### src/sv/ps2mct_pkg.sv
// Shared types, constants and helper functions for the PS/2 cursor tracker.
// No dependencies; every other file of the block refers to this package.
`default_nettype none

package ps2mct_pkg;

   localparam int COORD_BITS     = 13;
   localparam int COORD_MAX      = (2 ** COORD_BITS) - 1;
   localparam int SIZE_BITS      = 14;
   localparam int LEN_BITS       = 3;
   localparam int CSR_DATA_BITS  = 14;
   localparam int CSR_INDEX_BITS = 2;
   localparam int SUM_BITS       = 34;
   localparam int COUNT_BITS     = 64;

   localparam logic [SIZE_BITS-1:0] RESET_WIDTH  = SIZE_BITS'(1920);
   localparam logic [SIZE_BITS-1:0] RESET_HEIGHT = SIZE_BITS'(1080);

   // packet byte 0 bits
   localparam int SYNC_BIT    = 3;
   localparam int X_SIGN_BIT  = 4;
   localparam int Y_SIGN_BIT  = 5;
   localparam logic [7:0] BTN_MASK = 8'h07;

   typedef enum logic [1:0] {
      CMD_BYTE = 2'd0,
      CMD_ABS  = 2'd1,
      CMD_REL  = 2'd2
   } cmd_type;

   typedef enum logic [CSR_INDEX_BITS-1:0] {
      CSR_SCREEN_WIDTH  = 2'd0,
      CSR_SCREEN_HEIGHT = 2'd1,
      CSR_PACKET_LENGTH = 2'd2
   } csr_index_type;

   typedef struct packed {
      logic [COORD_BITS-1:0] x_limit;
      logic [COORD_BITS-1:0] y_limit;
      logic                  wheel_mode;
   } cfg_type;

   typedef struct packed {
      logic [1:0]         cmd;
      logic               from_aux;
      logic [7:0]         data_byte;
      logic signed [31:0] coord_x;
      logic signed [31:0] coord_y;
      logic [7:0]         button_bits;
   } item_type;

   typedef struct packed {
      logic [COORD_BITS-1:0] cursor_x;
      logic [COORD_BITS-1:0] cursor_y;
      logic [7:0]            buttons;
      logic [COUNT_BITS-1:0] event_count;
      logic                  updated;
      logic                  key_valid;
      logic [7:0]            key_byte;
   } result_type;

   // largest coordinate for a screen dimension; zero size pins it to 0
   function automatic logic [COORD_BITS-1:0] axis_limit(input logic [SIZE_BITS-1:0] size);
      int m;
      m = int'(size) - 1;
      if (m < 0) begin
         return '0;
      end
      if (m > COORD_MAX) begin
         return COORD_BITS'(COORD_MAX);
      end
      return m[COORD_BITS-1:0];
   endfunction

   // clamp a wide signed sum into [0, hi]
   function automatic logic [COORD_BITS-1:0] fit_axis(input logic signed [SUM_BITS-1:0] v,
                                                      input logic [COORD_BITS-1:0] hi);
      logic signed [SUM_BITS-1:0] hi_s;
      hi_s = signed'({{(SUM_BITS - COORD_BITS){1'b0}}, hi});
      if (v < 0) begin
         return '0;
      end
      if (v > hi_s) begin
         return hi;
      end
      return v[COORD_BITS-1:0];
   endfunction

endpackage

`default_nettype wire

### src/sv/ps2mct_ifs.sv
// Valid/ready channel interfaces for the request and response sides.
// Depends on ps2mct_pkg for the coordinate and counter widths.
`default_nettype none

interface ps2mct_req_if;
   logic               valid;
   logic               ready;
   logic [1:0]         cmd;
   logic               from_aux;
   logic [7:0]         data_byte;
   logic signed [31:0] coord_x;
   logic signed [31:0] coord_y;
   logic [7:0]         button_bits;

   modport source (output valid, cmd, from_aux, data_byte, coord_x, coord_y, button_bits,
                   input ready);
   modport sink   (input valid, cmd, from_aux, data_byte, coord_x, coord_y, button_bits,
                   output ready);
endinterface

interface ps2mct_rsp_if;
   logic                                valid;
   logic                                ready;
   logic [ps2mct_pkg::COORD_BITS-1:0]   cursor_x;
   logic [ps2mct_pkg::COORD_BITS-1:0]   cursor_y;
   logic [7:0]                          buttons;
   logic [ps2mct_pkg::COUNT_BITS-1:0]   event_count;
   logic                                updated;
   logic                                key_valid;
   logic [7:0]                          key_byte;

   modport source (output valid, cursor_x, cursor_y, buttons, event_count, updated,
                   key_valid, key_byte,
                   input ready);
   modport sink   (input valid, cursor_x, cursor_y, buttons, event_count, updated,
                   key_valid, key_byte,
                   output ready);
endinterface

`default_nettype wire

### src/sv/ps2mct_csr.sv
// Configuration registers: screen limits and packet length mode.
// Depends on ps2mct_pkg.
`default_nettype none

module ps2mct_csr (
   input  wire logic                                  clock,
   input  wire logic                                  reset,
   input  wire logic                                  csr_we,
   input  wire logic [ps2mct_pkg::CSR_INDEX_BITS-1:0] csr_index,
   input  wire logic [ps2mct_pkg::CSR_DATA_BITS-1:0]  csr_wdata,
   output ps2mct_pkg::cfg_type                        cfg
);

   ps2mct_pkg::cfg_type cfg_ff, cfg_in;

   // keep the derived limit, not the raw size
   always_comb begin
      cfg_in = cfg_ff;
      if (csr_we) begin
         unique case (ps2mct_pkg::csr_index_type'(csr_index))
            ps2mct_pkg::CSR_SCREEN_WIDTH:
               cfg_in.x_limit = ps2mct_pkg::axis_limit(
                  csr_wdata[ps2mct_pkg::SIZE_BITS-1:0]);
            ps2mct_pkg::CSR_SCREEN_HEIGHT:
               cfg_in.y_limit = ps2mct_pkg::axis_limit(
                  csr_wdata[ps2mct_pkg::SIZE_BITS-1:0]);
            ps2mct_pkg::CSR_PACKET_LENGTH:
               cfg_in.wheel_mode = csr_wdata[ps2mct_pkg::LEN_BITS-1];
            default: cfg_in = cfg_ff;
         endcase
      end
   end

   always_ff @(posedge clock) begin
      if (reset) begin
         cfg_ff.x_limit    <= ps2mct_pkg::axis_limit(ps2mct_pkg::RESET_WIDTH);
         cfg_ff.y_limit    <= ps2mct_pkg::axis_limit(ps2mct_pkg::RESET_HEIGHT);
         cfg_ff.wheel_mode <= 1'b0;
      end else begin
         cfg_ff <= cfg_in;
      end
   end

   assign cfg = cfg_ff;

endmodule

`default_nettype wire

### src/sv/ps2mct_core.sv
// Packet assembly and cursor state: computes one item's result and commits state.
// Depends on ps2mct_pkg.
`default_nettype none

module ps2mct_core (
   input  wire logic                 clock,
   input  wire logic                 reset,
   input  wire logic                 fire,
   input  wire ps2mct_pkg::item_type item,
   input  wire ps2mct_pkg::cfg_type  cfg,
   output ps2mct_pkg::result_type    result
);

   localparam int CB = ps2mct_pkg::COORD_BITS;
   localparam int SB = ps2mct_pkg::SUM_BITS;

   logic [1:0]                          pkt_idx_ff, pkt_idx_in;
   logic [7:0]                          pkt_byte_ff [3];
   logic [CB-1:0]                       pos_x_ff, pos_x_in;
   logic [CB-1:0]                       pos_y_ff, pos_y_in;
   logic [7:0]                          btn_ff, btn_in;
   logic [ps2mct_pkg::COUNT_BITS-1:0]   cnt_ff, cnt_in;

   logic                 store_en;
   logic [2:0]           pkt_count;
   logic [2:0]           pkt_len;
   logic [7:0]           dy_byte;
   logic signed [8:0]    pkt_dx, pkt_dy;
   logic signed [SB-1:0] delta_x, delta_y, sum_x, sum_y;
   logic [CB-1:0]        fit_x, fit_y;
   logic                 updated, key_valid;
   logic [7:0]           key_byte;

   // byte 2 arrives in the same transfer that finishes a 3-byte packet
   assign dy_byte = (pkt_idx_ff == 2'd2) ? item.data_byte : pkt_byte_ff[2];
   assign pkt_dx  = signed'({pkt_byte_ff[0][ps2mct_pkg::X_SIGN_BIT], pkt_byte_ff[1]});
   assign pkt_dy  = signed'({pkt_byte_ff[0][ps2mct_pkg::Y_SIGN_BIT], dy_byte});

   assign pkt_count = {1'b0, pkt_idx_ff} + 3'd1;
   assign pkt_len   = cfg.wheel_mode ? 3'd4 : 3'd3;

   // one shared adder per axis; absolute injects bypass it
   always_comb begin
      if (ps2mct_pkg::cmd_type'(item.cmd) == ps2mct_pkg::CMD_BYTE) begin
         delta_x = SB'(pkt_dx);
         delta_y = SB'(pkt_dy);
      end else begin
         delta_x = SB'(item.coord_x);
         delta_y = SB'(item.coord_y);
      end
      if (ps2mct_pkg::cmd_type'(item.cmd) == ps2mct_pkg::CMD_ABS) begin
         sum_x = delta_x;
         sum_y = delta_y;
      end else begin
         sum_x = signed'({{(SB - CB){1'b0}}, pos_x_ff}) + delta_x;
         sum_y = signed'({{(SB - CB){1'b0}}, pos_y_ff}) - delta_y;
      end
   end

   assign fit_x = ps2mct_pkg::fit_axis(sum_x, cfg.x_limit);
   assign fit_y = ps2mct_pkg::fit_axis(sum_y, cfg.y_limit);

   always_comb begin
      pkt_idx_in = pkt_idx_ff;
      pos_x_in   = pos_x_ff;
      pos_y_in   = pos_y_ff;
      btn_in     = btn_ff;
      cnt_in     = cnt_ff;
      store_en   = 1'b0;
      updated    = 1'b0;
      key_valid  = 1'b0;
      key_byte   = 8'h00;
      unique case (ps2mct_pkg::cmd_type'(item.cmd))
         ps2mct_pkg::CMD_BYTE: begin
            if (!item.from_aux) begin
               pkt_idx_in = 2'd0;
               if (!item.data_byte[ps2mct_pkg::SYNC_BIT]) begin
                  key_valid = 1'b1;
                  key_byte  = item.data_byte;
               end
            end else if (!(pkt_idx_ff == 2'd0 && !item.data_byte[ps2mct_pkg::SYNC_BIT])) begin
               store_en = (pkt_idx_ff != 2'd3);
               if (pkt_count < pkt_len) begin
                  pkt_idx_in = pkt_count[1:0];
               end else begin
                  pkt_idx_in = 2'd0;
                  pos_x_in   = fit_x;
                  pos_y_in   = fit_y;
                  btn_in     = pkt_byte_ff[0] & ps2mct_pkg::BTN_MASK;
                  cnt_in     = cnt_ff + 64'd1;
                  updated    = 1'b1;
               end
            end
         end
         ps2mct_pkg::CMD_ABS, ps2mct_pkg::CMD_REL: begin
            pos_x_in = fit_x;
            pos_y_in = fit_y;
            btn_in   = item.button_bits;
            cnt_in   = cnt_ff + 64'd1;
            updated  = 1'b1;
         end
         default: begin
            pkt_idx_in = pkt_idx_ff;
         end
      endcase
   end

   always_ff @(posedge clock) begin
      if (reset) begin
         pkt_idx_ff <= 2'd0;
         pos_x_ff   <= '0;
         pos_y_ff   <= '0;
         btn_ff     <= 8'h00;
         cnt_ff     <= '0;
      end else if (fire) begin
         pkt_idx_ff <= pkt_idx_in;
         pos_x_ff   <= pos_x_in;
         pos_y_ff   <= pos_y_in;
         btn_ff     <= btn_in;
         cnt_ff     <= cnt_in;
      end
   end

   // packet bytes need no reset
   always_ff @(posedge clock) begin
      if (fire && store_en) begin
         pkt_byte_ff[pkt_idx_ff] <= item.data_byte;
      end
   end

   always_comb begin
      result.cursor_x    = pos_x_in;
      result.cursor_y    = pos_y_in;
      result.buttons     = btn_in;
      result.event_count = cnt_in;
      result.updated     = updated;
      result.key_valid   = key_valid;
      result.key_byte    = key_byte;
   end

`ifndef NO_ASSERTIONS
   a_count_step: assert property (@(posedge clock) disable iff (reset)
      fire && updated |=> cnt_ff == $past(cnt_ff) + 64'd1)
      else $error("event counter did not advance on a pointer update");

   a_count_hold: assert property (@(posedge clock) disable iff (reset)
      fire && !updated |=> cnt_ff == $past(cnt_ff))
      else $error("event counter moved without a pointer update");

   a_key_excl: assert property (@(posedge clock) disable iff (reset)
      key_valid |-> !updated && !item.data_byte[ps2mct_pkg::SYNC_BIT] && pkt_idx_in == 2'd0)
      else $error("keyboard byte forwarded with pointer activity");

   a_idx_range: assert property (@(posedge clock) disable iff (reset)
      fire && !cfg.wheel_mode && pkt_idx_ff != 2'd3 |=> pkt_idx_ff != 2'd3)
      else $error("packet index reached 3 in 3-byte mode");
`endif

endmodule

`default_nettype wire

### src/sv/ps2mct_pipe.sv
// Input register and result register with the valid/ready control between them.
// Depends on ps2mct_pkg.
`default_nettype none

module ps2mct_pipe (
   input  wire logic                   clock,
   input  wire logic                   reset,
   input  wire logic                   in_valid,
   output      logic                   in_ready,
   input  wire ps2mct_pkg::item_type   in_item,
   output      logic                   fire,
   output ps2mct_pkg::item_type        cur_item,
   input  wire ps2mct_pkg::result_type cur_result,
   output      logic                   out_valid,
   input  wire logic                   out_ready,
   output ps2mct_pkg::result_type      out_result
);

   logic                   s1_valid_ff, s1_valid_in;
   ps2mct_pkg::item_type   s1_item_ff;
   logic                   s2_valid_ff, s2_valid_in;
   ps2mct_pkg::result_type s2_result_ff;
   logic                   s2_free;
   logic                   in_xfer;

   assign s2_free  = !s2_valid_ff || out_ready;
   assign fire     = s1_valid_ff && s2_free;
   assign in_ready = !s1_valid_ff || s2_free;
   assign in_xfer  = in_valid && in_ready;

   assign s1_valid_in = in_xfer || (s1_valid_ff && !fire);
   assign s2_valid_in = fire || (s2_valid_ff && !out_ready);

   always_ff @(posedge clock) begin
      if (reset) begin
         s1_valid_ff <= 1'b0;
         s2_valid_ff <= 1'b0;
      end else begin
         s1_valid_ff <= s1_valid_in;
         s2_valid_ff <= s2_valid_in;
      end
   end

   always_ff @(posedge clock) begin
      if (in_xfer) begin
         s1_item_ff <= in_item;
      end
      if (fire) begin
         s2_result_ff <= cur_result;
      end
   end

   assign cur_item   = s1_item_ff;
   assign out_valid  = s2_valid_ff;
   assign out_result = s2_result_ff;

`ifndef NO_ASSERTIONS
   a_no_overrun: assert property (@(posedge clock) disable iff (reset)
      s1_valid_ff && !fire |-> !in_ready)
      else $error("input register overwritten while occupied");

   a_fire_lands: assert property (@(posedge clock) disable iff (reset)
      fire |=> s2_valid_ff)
      else $error("result lost after leaving the input register");
`endif

endmodule

`default_nettype wire

### src/sv/ps2_mouse_packet_cursor_tracker.sv
// Top level of the PS/2 mouse packet decoder and cursor tracker.
// Depends on ps2mct_pkg, ps2mct_ifs, ps2mct_csr, ps2mct_core and ps2mct_pipe.
`default_nettype none

//  channel   dir  handshake            payload
//  req_ch    in   valid/ready          cmd, from_aux, data_byte, coord_x, coord_y,
//                                      button_bits
//  rsp_ch    out  valid/ready          cursor_x, cursor_y, buttons, event_count,
//                                      updated, key_valid, key_byte
//  csr_*     in   csr_we (no stall)    csr_index, csr_wdata
//
//  Throughput is one item per cycle while rsp_ch does not stall; each item passes the
//  input register, then the result register. The cursor, button and counter state
//  commit in the same cycle the item moves into the result register, so the next
//  item sees it at once. Reset clears the valid flags, cursor, buttons, counter and
//  packet index, and loads 1920 x 1080 with 3-byte packets. Under a response stall
//  both registers fill and req_ch.ready drops; it rises again the cycle rsp_ch is
//  drained.

module ps2_mouse_packet_cursor_tracker (
   input  wire logic                                  clock,
   input  wire logic                                  reset,
   ps2mct_req_if.sink                                 req_ch,
   ps2mct_rsp_if.source                               rsp_ch,
   input  wire logic                                  csr_we,
   input  wire logic [ps2mct_pkg::CSR_INDEX_BITS-1:0] csr_index,
   input  wire logic [ps2mct_pkg::CSR_DATA_BITS-1:0]  csr_wdata
);

   ps2mct_pkg::cfg_type    cfg;
   ps2mct_pkg::item_type   in_item;
   ps2mct_pkg::item_type   cur_item;
   ps2mct_pkg::result_type cur_result;
   ps2mct_pkg::result_type out_result;
   logic                   fire;
   logic                   in_ready;
   logic                   out_valid;

   // gather the request payload into one word
   always_comb begin
      in_item.cmd         = req_ch.cmd;
      in_item.from_aux    = req_ch.from_aux;
      in_item.data_byte   = req_ch.data_byte;
      in_item.coord_x     = req_ch.coord_x;
      in_item.coord_y     = req_ch.coord_y;
      in_item.button_bits = req_ch.button_bits;
   end

   ps2mct_csr u_csr (
      .clock     (clock),
      .reset     (reset),
      .csr_we    (csr_we),
      .csr_index (csr_index),
      .csr_wdata (csr_wdata),
      .cfg       (cfg)
   );

   // hold items and results; advance when the result register can take one
   ps2mct_pipe u_pipe (
      .clock      (clock),
      .reset      (reset),
      .in_valid   (req_ch.valid),
      .in_ready   (in_ready),
      .in_item    (in_item),
      .fire       (fire),
      .cur_item   (cur_item),
      .cur_result (cur_result),
      .out_valid  (out_valid),
      .out_ready  (rsp_ch.ready),
      .out_result (out_result)
   );

   // decode the held item and commit state on fire
   ps2mct_core u_core (
      .clock  (clock),
      .reset  (reset),
      .fire   (fire),
      .item   (cur_item),
      .cfg    (cfg),
      .result (cur_result)
   );

   assign req_ch.ready       = in_ready;
   assign rsp_ch.valid       = out_valid;
   assign rsp_ch.cursor_x    = out_result.cursor_x;
   assign rsp_ch.cursor_y    = out_result.cursor_y;
   assign rsp_ch.buttons     = out_result.buttons;
   assign rsp_ch.event_count = out_result.event_count;
   assign rsp_ch.updated     = out_result.updated;
   assign rsp_ch.key_valid   = out_result.key_valid;
   assign rsp_ch.key_byte    = out_result.key_byte;

`ifndef NO_ASSERTIONS
   a_rsp_excl: assert property (@(posedge clock) disable iff (reset)
      rsp_ch.valid |-> !(rsp_ch.updated && rsp_ch.key_valid))
      else $error("response flags both a pointer update and a key byte");

   a_key_zero: assert property (@(posedge clock) disable iff (reset)
      rsp_ch.valid && !rsp_ch.key_valid |-> rsp_ch.key_byte == 8'h00)
      else $error("key byte set without key_valid");

   a_cursor_range: assert property (@(posedge clock) disable iff (reset)
      rsp_ch.valid && rsp_ch.updated && $stable(cfg) |->
         rsp_ch.cursor_x <= cfg.x_limit && rsp_ch.cursor_y <= cfg.y_limit)
      else $error("updated cursor outside the screen");
`endif

endmodule

`default_nettype wire
### src/flat_wrapper.sv
// flat-port wrapper written by rule: the top's interface ports become plain ports
module ps2_mouse_packet_cursor_tracker_flat 
  (clock, reset, csr_we, csr_index, csr_wdata, req_ch_valid, req_ch_cmd, req_ch_from_aux, req_ch_data_byte, req_ch_coord_x, req_ch_coord_y, req_ch_button_bits, req_ch_ready, rsp_ch_valid, rsp_ch_cursor_x, rsp_ch_cursor_y, rsp_ch_buttons, rsp_ch_event_count, rsp_ch_updated, rsp_ch_key_valid, rsp_ch_key_byte, rsp_ch_ready);
  ps2mct_req_if req_ch_i ();
  ps2mct_rsp_if rsp_ch_i ();
  input  wire logic clock;
  input  wire logic reset;
  input  wire logic csr_we;
  input  wire logic [ps2mct_pkg::CSR_INDEX_BITS-1:0] csr_index;
  input  wire logic [ps2mct_pkg::CSR_DATA_BITS-1:0] csr_wdata;
  input wire logic [$bits(req_ch_i.valid)-1:0] req_ch_valid;
  input wire logic [$bits(req_ch_i.cmd)-1:0] req_ch_cmd;
  input wire logic [$bits(req_ch_i.from_aux)-1:0] req_ch_from_aux;
  input wire logic [$bits(req_ch_i.data_byte)-1:0] req_ch_data_byte;
  input wire logic [$bits(req_ch_i.coord_x)-1:0] req_ch_coord_x;
  input wire logic [$bits(req_ch_i.coord_y)-1:0] req_ch_coord_y;
  input wire logic [$bits(req_ch_i.button_bits)-1:0] req_ch_button_bits;
  output wire logic [$bits(req_ch_i.ready)-1:0] req_ch_ready;
  output wire logic [$bits(rsp_ch_i.valid)-1:0] rsp_ch_valid;
  output wire logic [$bits(rsp_ch_i.cursor_x)-1:0] rsp_ch_cursor_x;
  output wire logic [$bits(rsp_ch_i.cursor_y)-1:0] rsp_ch_cursor_y;
  output wire logic [$bits(rsp_ch_i.buttons)-1:0] rsp_ch_buttons;
  output wire logic [$bits(rsp_ch_i.event_count)-1:0] rsp_ch_event_count;
  output wire logic [$bits(rsp_ch_i.updated)-1:0] rsp_ch_updated;
  output wire logic [$bits(rsp_ch_i.key_valid)-1:0] rsp_ch_key_valid;
  output wire logic [$bits(rsp_ch_i.key_byte)-1:0] rsp_ch_key_byte;
  input wire logic [$bits(rsp_ch_i.ready)-1:0] rsp_ch_ready;
  assign req_ch_i.valid = req_ch_valid;
  assign req_ch_i.cmd = req_ch_cmd;
  assign req_ch_i.from_aux = req_ch_from_aux;
  assign req_ch_i.data_byte = req_ch_data_byte;
  assign req_ch_i.coord_x = req_ch_coord_x;
  assign req_ch_i.coord_y = req_ch_coord_y;
  assign req_ch_i.button_bits = req_ch_button_bits;
  assign req_ch_ready = req_ch_i.ready;
  assign rsp_ch_valid = rsp_ch_i.valid;
  assign rsp_ch_cursor_x = rsp_ch_i.cursor_x;
  assign rsp_ch_cursor_y = rsp_ch_i.cursor_y;
  assign rsp_ch_buttons = rsp_ch_i.buttons;
  assign rsp_ch_event_count = rsp_ch_i.event_count;
  assign rsp_ch_updated = rsp_ch_i.updated;
  assign rsp_ch_key_valid = rsp_ch_i.key_valid;
  assign rsp_ch_key_byte = rsp_ch_i.key_byte;
  assign rsp_ch_i.ready = rsp_ch_ready;
  ps2_mouse_packet_cursor_tracker u_core (.clock(clock), .reset(reset), .req_ch(req_ch_i), .rsp_ch(rsp_ch_i), .csr_we(csr_we), .csr_index(csr_index), .csr_wdata(csr_wdata));
endmodule
### config.mk
export PLATFORM = sky130hd
export DESIGN_NAME = ps2_mouse_packet_cursor_tracker_flat
export DESIGN_NICKNAME = d
export VERILOG_FILES = /design/src/sv/ps2mct_pkg.sv /design/src/sv/ps2mct_ifs.sv /design/src/sv/ps2mct_csr.sv /design/src/sv/ps2mct_core.sv /design/src/sv/ps2mct_pipe.sv /design/src/sv/ps2_mouse_packet_cursor_tracker.sv /design/src/flat_wrapper.sv
export SDC_FILE = /design/constraint.sdc
export NUM_CORES = 1
export LEC_CHECK = 0
export BUFFER_PORTS_ARGS = -buffer_cell sky130_fd_sc_hd__buf_2
export CAP_MARGIN = 15
export CORE_MARGIN = 3
export CORE_UTILIZATION = 51
export DETAILED_ROUTE_END_ITERATION = 16
export PLACE_DENSITY_LB_ADDON = 0.05
export REMOVE_ABC_BUFFERS = 1
export SYNTH_ARGS = -nofsm -noshare
export SYNTH_HDL_FRONTEND = slang
export SYNTH_SLANG_ARGS = --single-unit
### constraint.sdc
create_clock -name clock -period 9.85 [get_ports clock]
set_clock_uncertainty 0.2 [all_clocks]
set_input_delay 1.97 -clock clock [delete_from_list [all_inputs] [get_ports clock]]
set_output_delay 1.97 -clock clock [all_outputs]
set_load 0.03 [all_outputs]
==> flow_summary.yaml <==
run_status:
  outcome: "completed"
floorplanning:
  dieHeight_um: 195
  fp.dieW_um: 195
  dieArea_um2: 38100
  core-area_um2: 34900
  top_level_ports: 214
  row_count: 68
  initial_core_util_pct: 52.4
place:
  portBuffers: 212
  hpwlAfterDp_mm: 35.3
  globalplace.congestion: 0.913
synth:
  synth-main-ff-cell: "edfxtp_1"
  synth_edf_count: 211
  synth_area_per_cell_um2: 9.50
  syn_area_um2: 18300
  synth_xor_area_share_pct: 2.49
  synth_area_leader_cell: "edfxtp_1"
  synth_cells: 1923
  yosysMostFrequentCell: "nand2_1"
  yosysUniqueCellTypes: 84
  yosys_warnings: 0
  synthDominantCellAreaShare_pct: 34.7
  synthSimpleGateAreaFrac_pct: 18.8
  muxShareOfSynthArea_pct: 2.64
  synth_compound_area_share_pct: 18.9
  synth_seq_cells: 340
  synth_fa_ha_area_share_pct: 4.67
  ys_seq_area_share_pct: 48.8
  synth_area_leaders: "edfxtp_1, dfxtp_1, nand2_1"
  synth_top_family_by_area: "compound AO/OA/AOI/OAI gates"
  async_flop_share_pct: 0
  synth_common_cells: "nand2_1, edfxtp_1, a21oi_1"
setup_path:
  rrSetupSlack_ns: 2.93
  reg2reg_to: "u_core.u_pipe.out_result[83]"
  crit_family: "compound AO/OA/AOI/OAI gates"
  path_common_cell: "a21oi_1"
  worstSetupStartpointType: "flop"
  critical_path_required_ns: 9.93
  cp_cell_sequence: "inv_1, ha_2, buf_4, and2_1, a21oi_1, ha_1, a21oi_1, a21oi_1, or3_1, a21oi_1, a21oi_1, ha_1, a2111oi_0, o211ai_1, a221oi_1, and4b_1, o211a_1, nand4_1, buf_4, nor4_4, o32ai_1"
  slowest_delay_ns: 0.56
  arrival_ns: 7.00
  reg2reg_from: "u_core.u_pipe.cur_item[81]"
  cp_num_buf_inv: 3
  critPathKind: "reg -> reg"
  worst_path_max_delay_cell: "ha_2"
  r2r_cells: 21
  cp-end-kind: "flop"
  crit_fanout: 35
clock_network:
  htreeDepth: 2
  cts_hold_buf: 0
  cts_resized: 0
  clockBufferDepth: 3
  cts-root-buf: "clkbuf_16"
  cts_setup_buffers: 0
  cts_buffers: 38
  cts.clk_slew.worst_paths_ns: 0.06
  insertion_delay_ns: 0.56
  cts_tree: "yes"
  clock_sinks: 340
run:
  cap_violations: 0
global_route:
  grt_pass1_wl_mm: 78.1
  grt_pass1_vias: 14400
  antenna_found_initial: 1
  grt_start_max_net_pins: 84
  grt.overflow.total: 0
  grt.total_usage_pct: 25.3
timing:
  hold_viol_final: 0
  post-route-min-period_ns: 6.92
  slew_viol_final: 0
  fin_crit_sh_pct: 70.2
  grt_setup_unrepaired: "false"
  finalSetupTns_ns: 0
  fmax_ghz: 0.145
  finalSetupViolations: 0
  slew-limit-headroom_pct: 21.2
  worst_pin_slew_ns: 1.18
route:
  drt-total-wl_mm: 49.7
  vias_per_cell: 5.96
  drcViolationCount: 0
  first_pass_iters: 5
  drtIter0Drc: 1130
  num_vias: 15300
  wl_per_cell_um: 19.3
  ant_nets: 0
min_path:
  min_path_type: "reg -> reg"
  min_to: "u_core.u_core.btn_ff[6]"
  hold_path.startpoint: "u_core.u_core.btn_ff[6]"
  holdPathStages: 2
layout:
  area_growth_pct: 14.2
  fin_nets: 2259
  fin_util_pct: 59.8
  fillers: 3041
  layout-drive-gt1-share_pct: 15.6
pwr:
  vdd.ir_drop.worst_mv: 0.134
  p_leak_nw: 7.77
  power.total_mw: 3.42
  powerDensity_nw_per_um2: 164
==> flip-flops by register name, indices dropped and copies added, names as in the netlist <==
name,flops
u_core.u_pipe.out_result,107
u_core.u_pipe.cur_item,83
u_core.u_core.cnt_ff,64
u_core.u_csr.cfg,27
u_core.u_core.pkt_byte_ff,21
u_core.u_core.pos_x_ff,13
u_core.u_core.pos_y_ff,13
u_core.u_core.btn_ff,8
u_core.u_core.pkt_idx_ff,2
u_core.u_pipe.out_valid,1
u_core.u_pipe.s1_valid_ff,1
==> through the flow <==
stage | instances | hold slack [ns] | setup WS [ns] | area [µm²]
6_report | 2574 | 0.261 | 2.93 | 20900
4_1_cts | 2572 | 0.261 | 2.86 | 20800
3_3_place_gp | 2502 | 0.240 | 3.12 | 19600
2_1_floorplan | 1816 | 0.225 | 0.993 | 17800
3_5_place_dp | 2502 | 0.247 | 2.96 | 19600
5_1_grt | 2574 | 0.278 | 2.46 | 20900
==> report_power, final <==
group	leakage (nW)	switching [mW]	internal, mW	total (mW)
clock network	0.579	0.578	0.781	1.36
registers	3.03	0.0409	1.58	1.62
logic	4.17	0.303	0.142	0.445
total	7.77	0.923	2.50	3.42
==> cells in the final DEF (no fill, tap or decap), types with 9 or more instances in the layout <==
cell type | Yosys | routed
mux2i_1 | 37 | 37
nor2_1 | 137 | 137
a21o_1 | 32 | 32
dfxtp_1 | 129 | 129
nor4_1 | 19 | 19
inv_1 | 60 | 59
o21ai_0 | 155 | 155
buf_4 | 4 | 20
or3_1 | 21 | 21
ha_1 | 65 | 63
edfxtp_1 | 211 | 211
nand2b_1 | 23 | 21
xnor2_1 | 29 | 29
buf_2 | 9 | 211
xor2_1 | 23 | 23
a21oi_1 | 170 | 169
clkbuf_16 | 0 | 39
and3_1 | 17 | 17
nand2_1 | 273 | 273
nor3_1 | 39 | 39
clkbuf_1 | 86 | 10
nand3_1 | 51 | 51
a211oi_1 | 17 | 17
nor2b_1 | 16 | 16
a31oi_1 | 22 | 22
and4_1 | 9 | 9
and2_1 | 22 | 21
nand4_1 | 22 | 22
o31ai_1 | 44 | 44
a311oi_1 | 12 | 12
mux2_2 | 10 | 10
==> tightest hold or removal path, stage by stage (launching register included) <==
cell and delay, ns:
dfxtp_1 0.31, nand2_1 0.05, a21oi_1 0.05
==> per-layer routing <==
layer  vias to the layer above  global-route usage (%)  part of all wire (%)  wire length [µm]
met5                         -                       0                     0                 0
met2                       535                    41.8                    47             23500
li1                       7444                       -                     -                 -
met1                      7267                    33.9                    43             21400
met3                        98                    4.69                   6.7              3340
met4                         0                    8.29                   3.1              1530
==> area by class of cell <==
cell class | instances | area [µm²] | share of cell area, %
Timing Repair Buffer | 232 | 1220 | 5.84
Multi-Input combinational cell | 1415 | 8720 | 41.8
Inverter | 61 | 234 | 1.12
Tap cell | 455 | 569 | 2.73
Clock inverter | 18 | 139 | 0.666
Clock buffer | 52 | 1050 | 5.06
Antenna cell | 1 | 2.50 | 0.0120
Sequential cell | 340 | 8920 | 42.8
==> worst max path at each step <==
| stage | start | endpoint | slack [ns] | depth (start not counted) |
|---|---|---|---|---|
| global placement | u_core.u_pipe.cur_item[81] | u_core.u_pipe.out_result[95] | 3.12 | 23 |
| finish | u_core.u_pipe.cur_item[81] | u_core.u_pipe.out_result[83] | 2.93 | 21 |
| global route | u_core.u_pipe.cur_item[82] | u_core.u_pipe.out_result[88] | 2.46 | 21 |
| floorplan | rsp_ch_ready | u_core.u_core.cnt_ff[62] | 0.99 | 6 |
| detailed placement | u_core.u_pipe.cur_item[81] | u_core.u_pipe.out_result[95] | 2.96 | 24 |
| CTS | u_core.u_pipe.cur_item[81] | u_core.u_pipe.out_result[95] | 2.86 | 24 |
==> cell families (layout without fill, tap and decap cells) <==
family	Yosys count	count (layout)
AOI/OAI and AO/OA	552	552
xor gates and xnor gates	52	52
adders and majority gates	67	67
buffers and inverters	168	363
DFF	340	340
muxes	47	47
other	1	2
and+or+nand+nor	696	696
(Power assumes the default switching activity.)
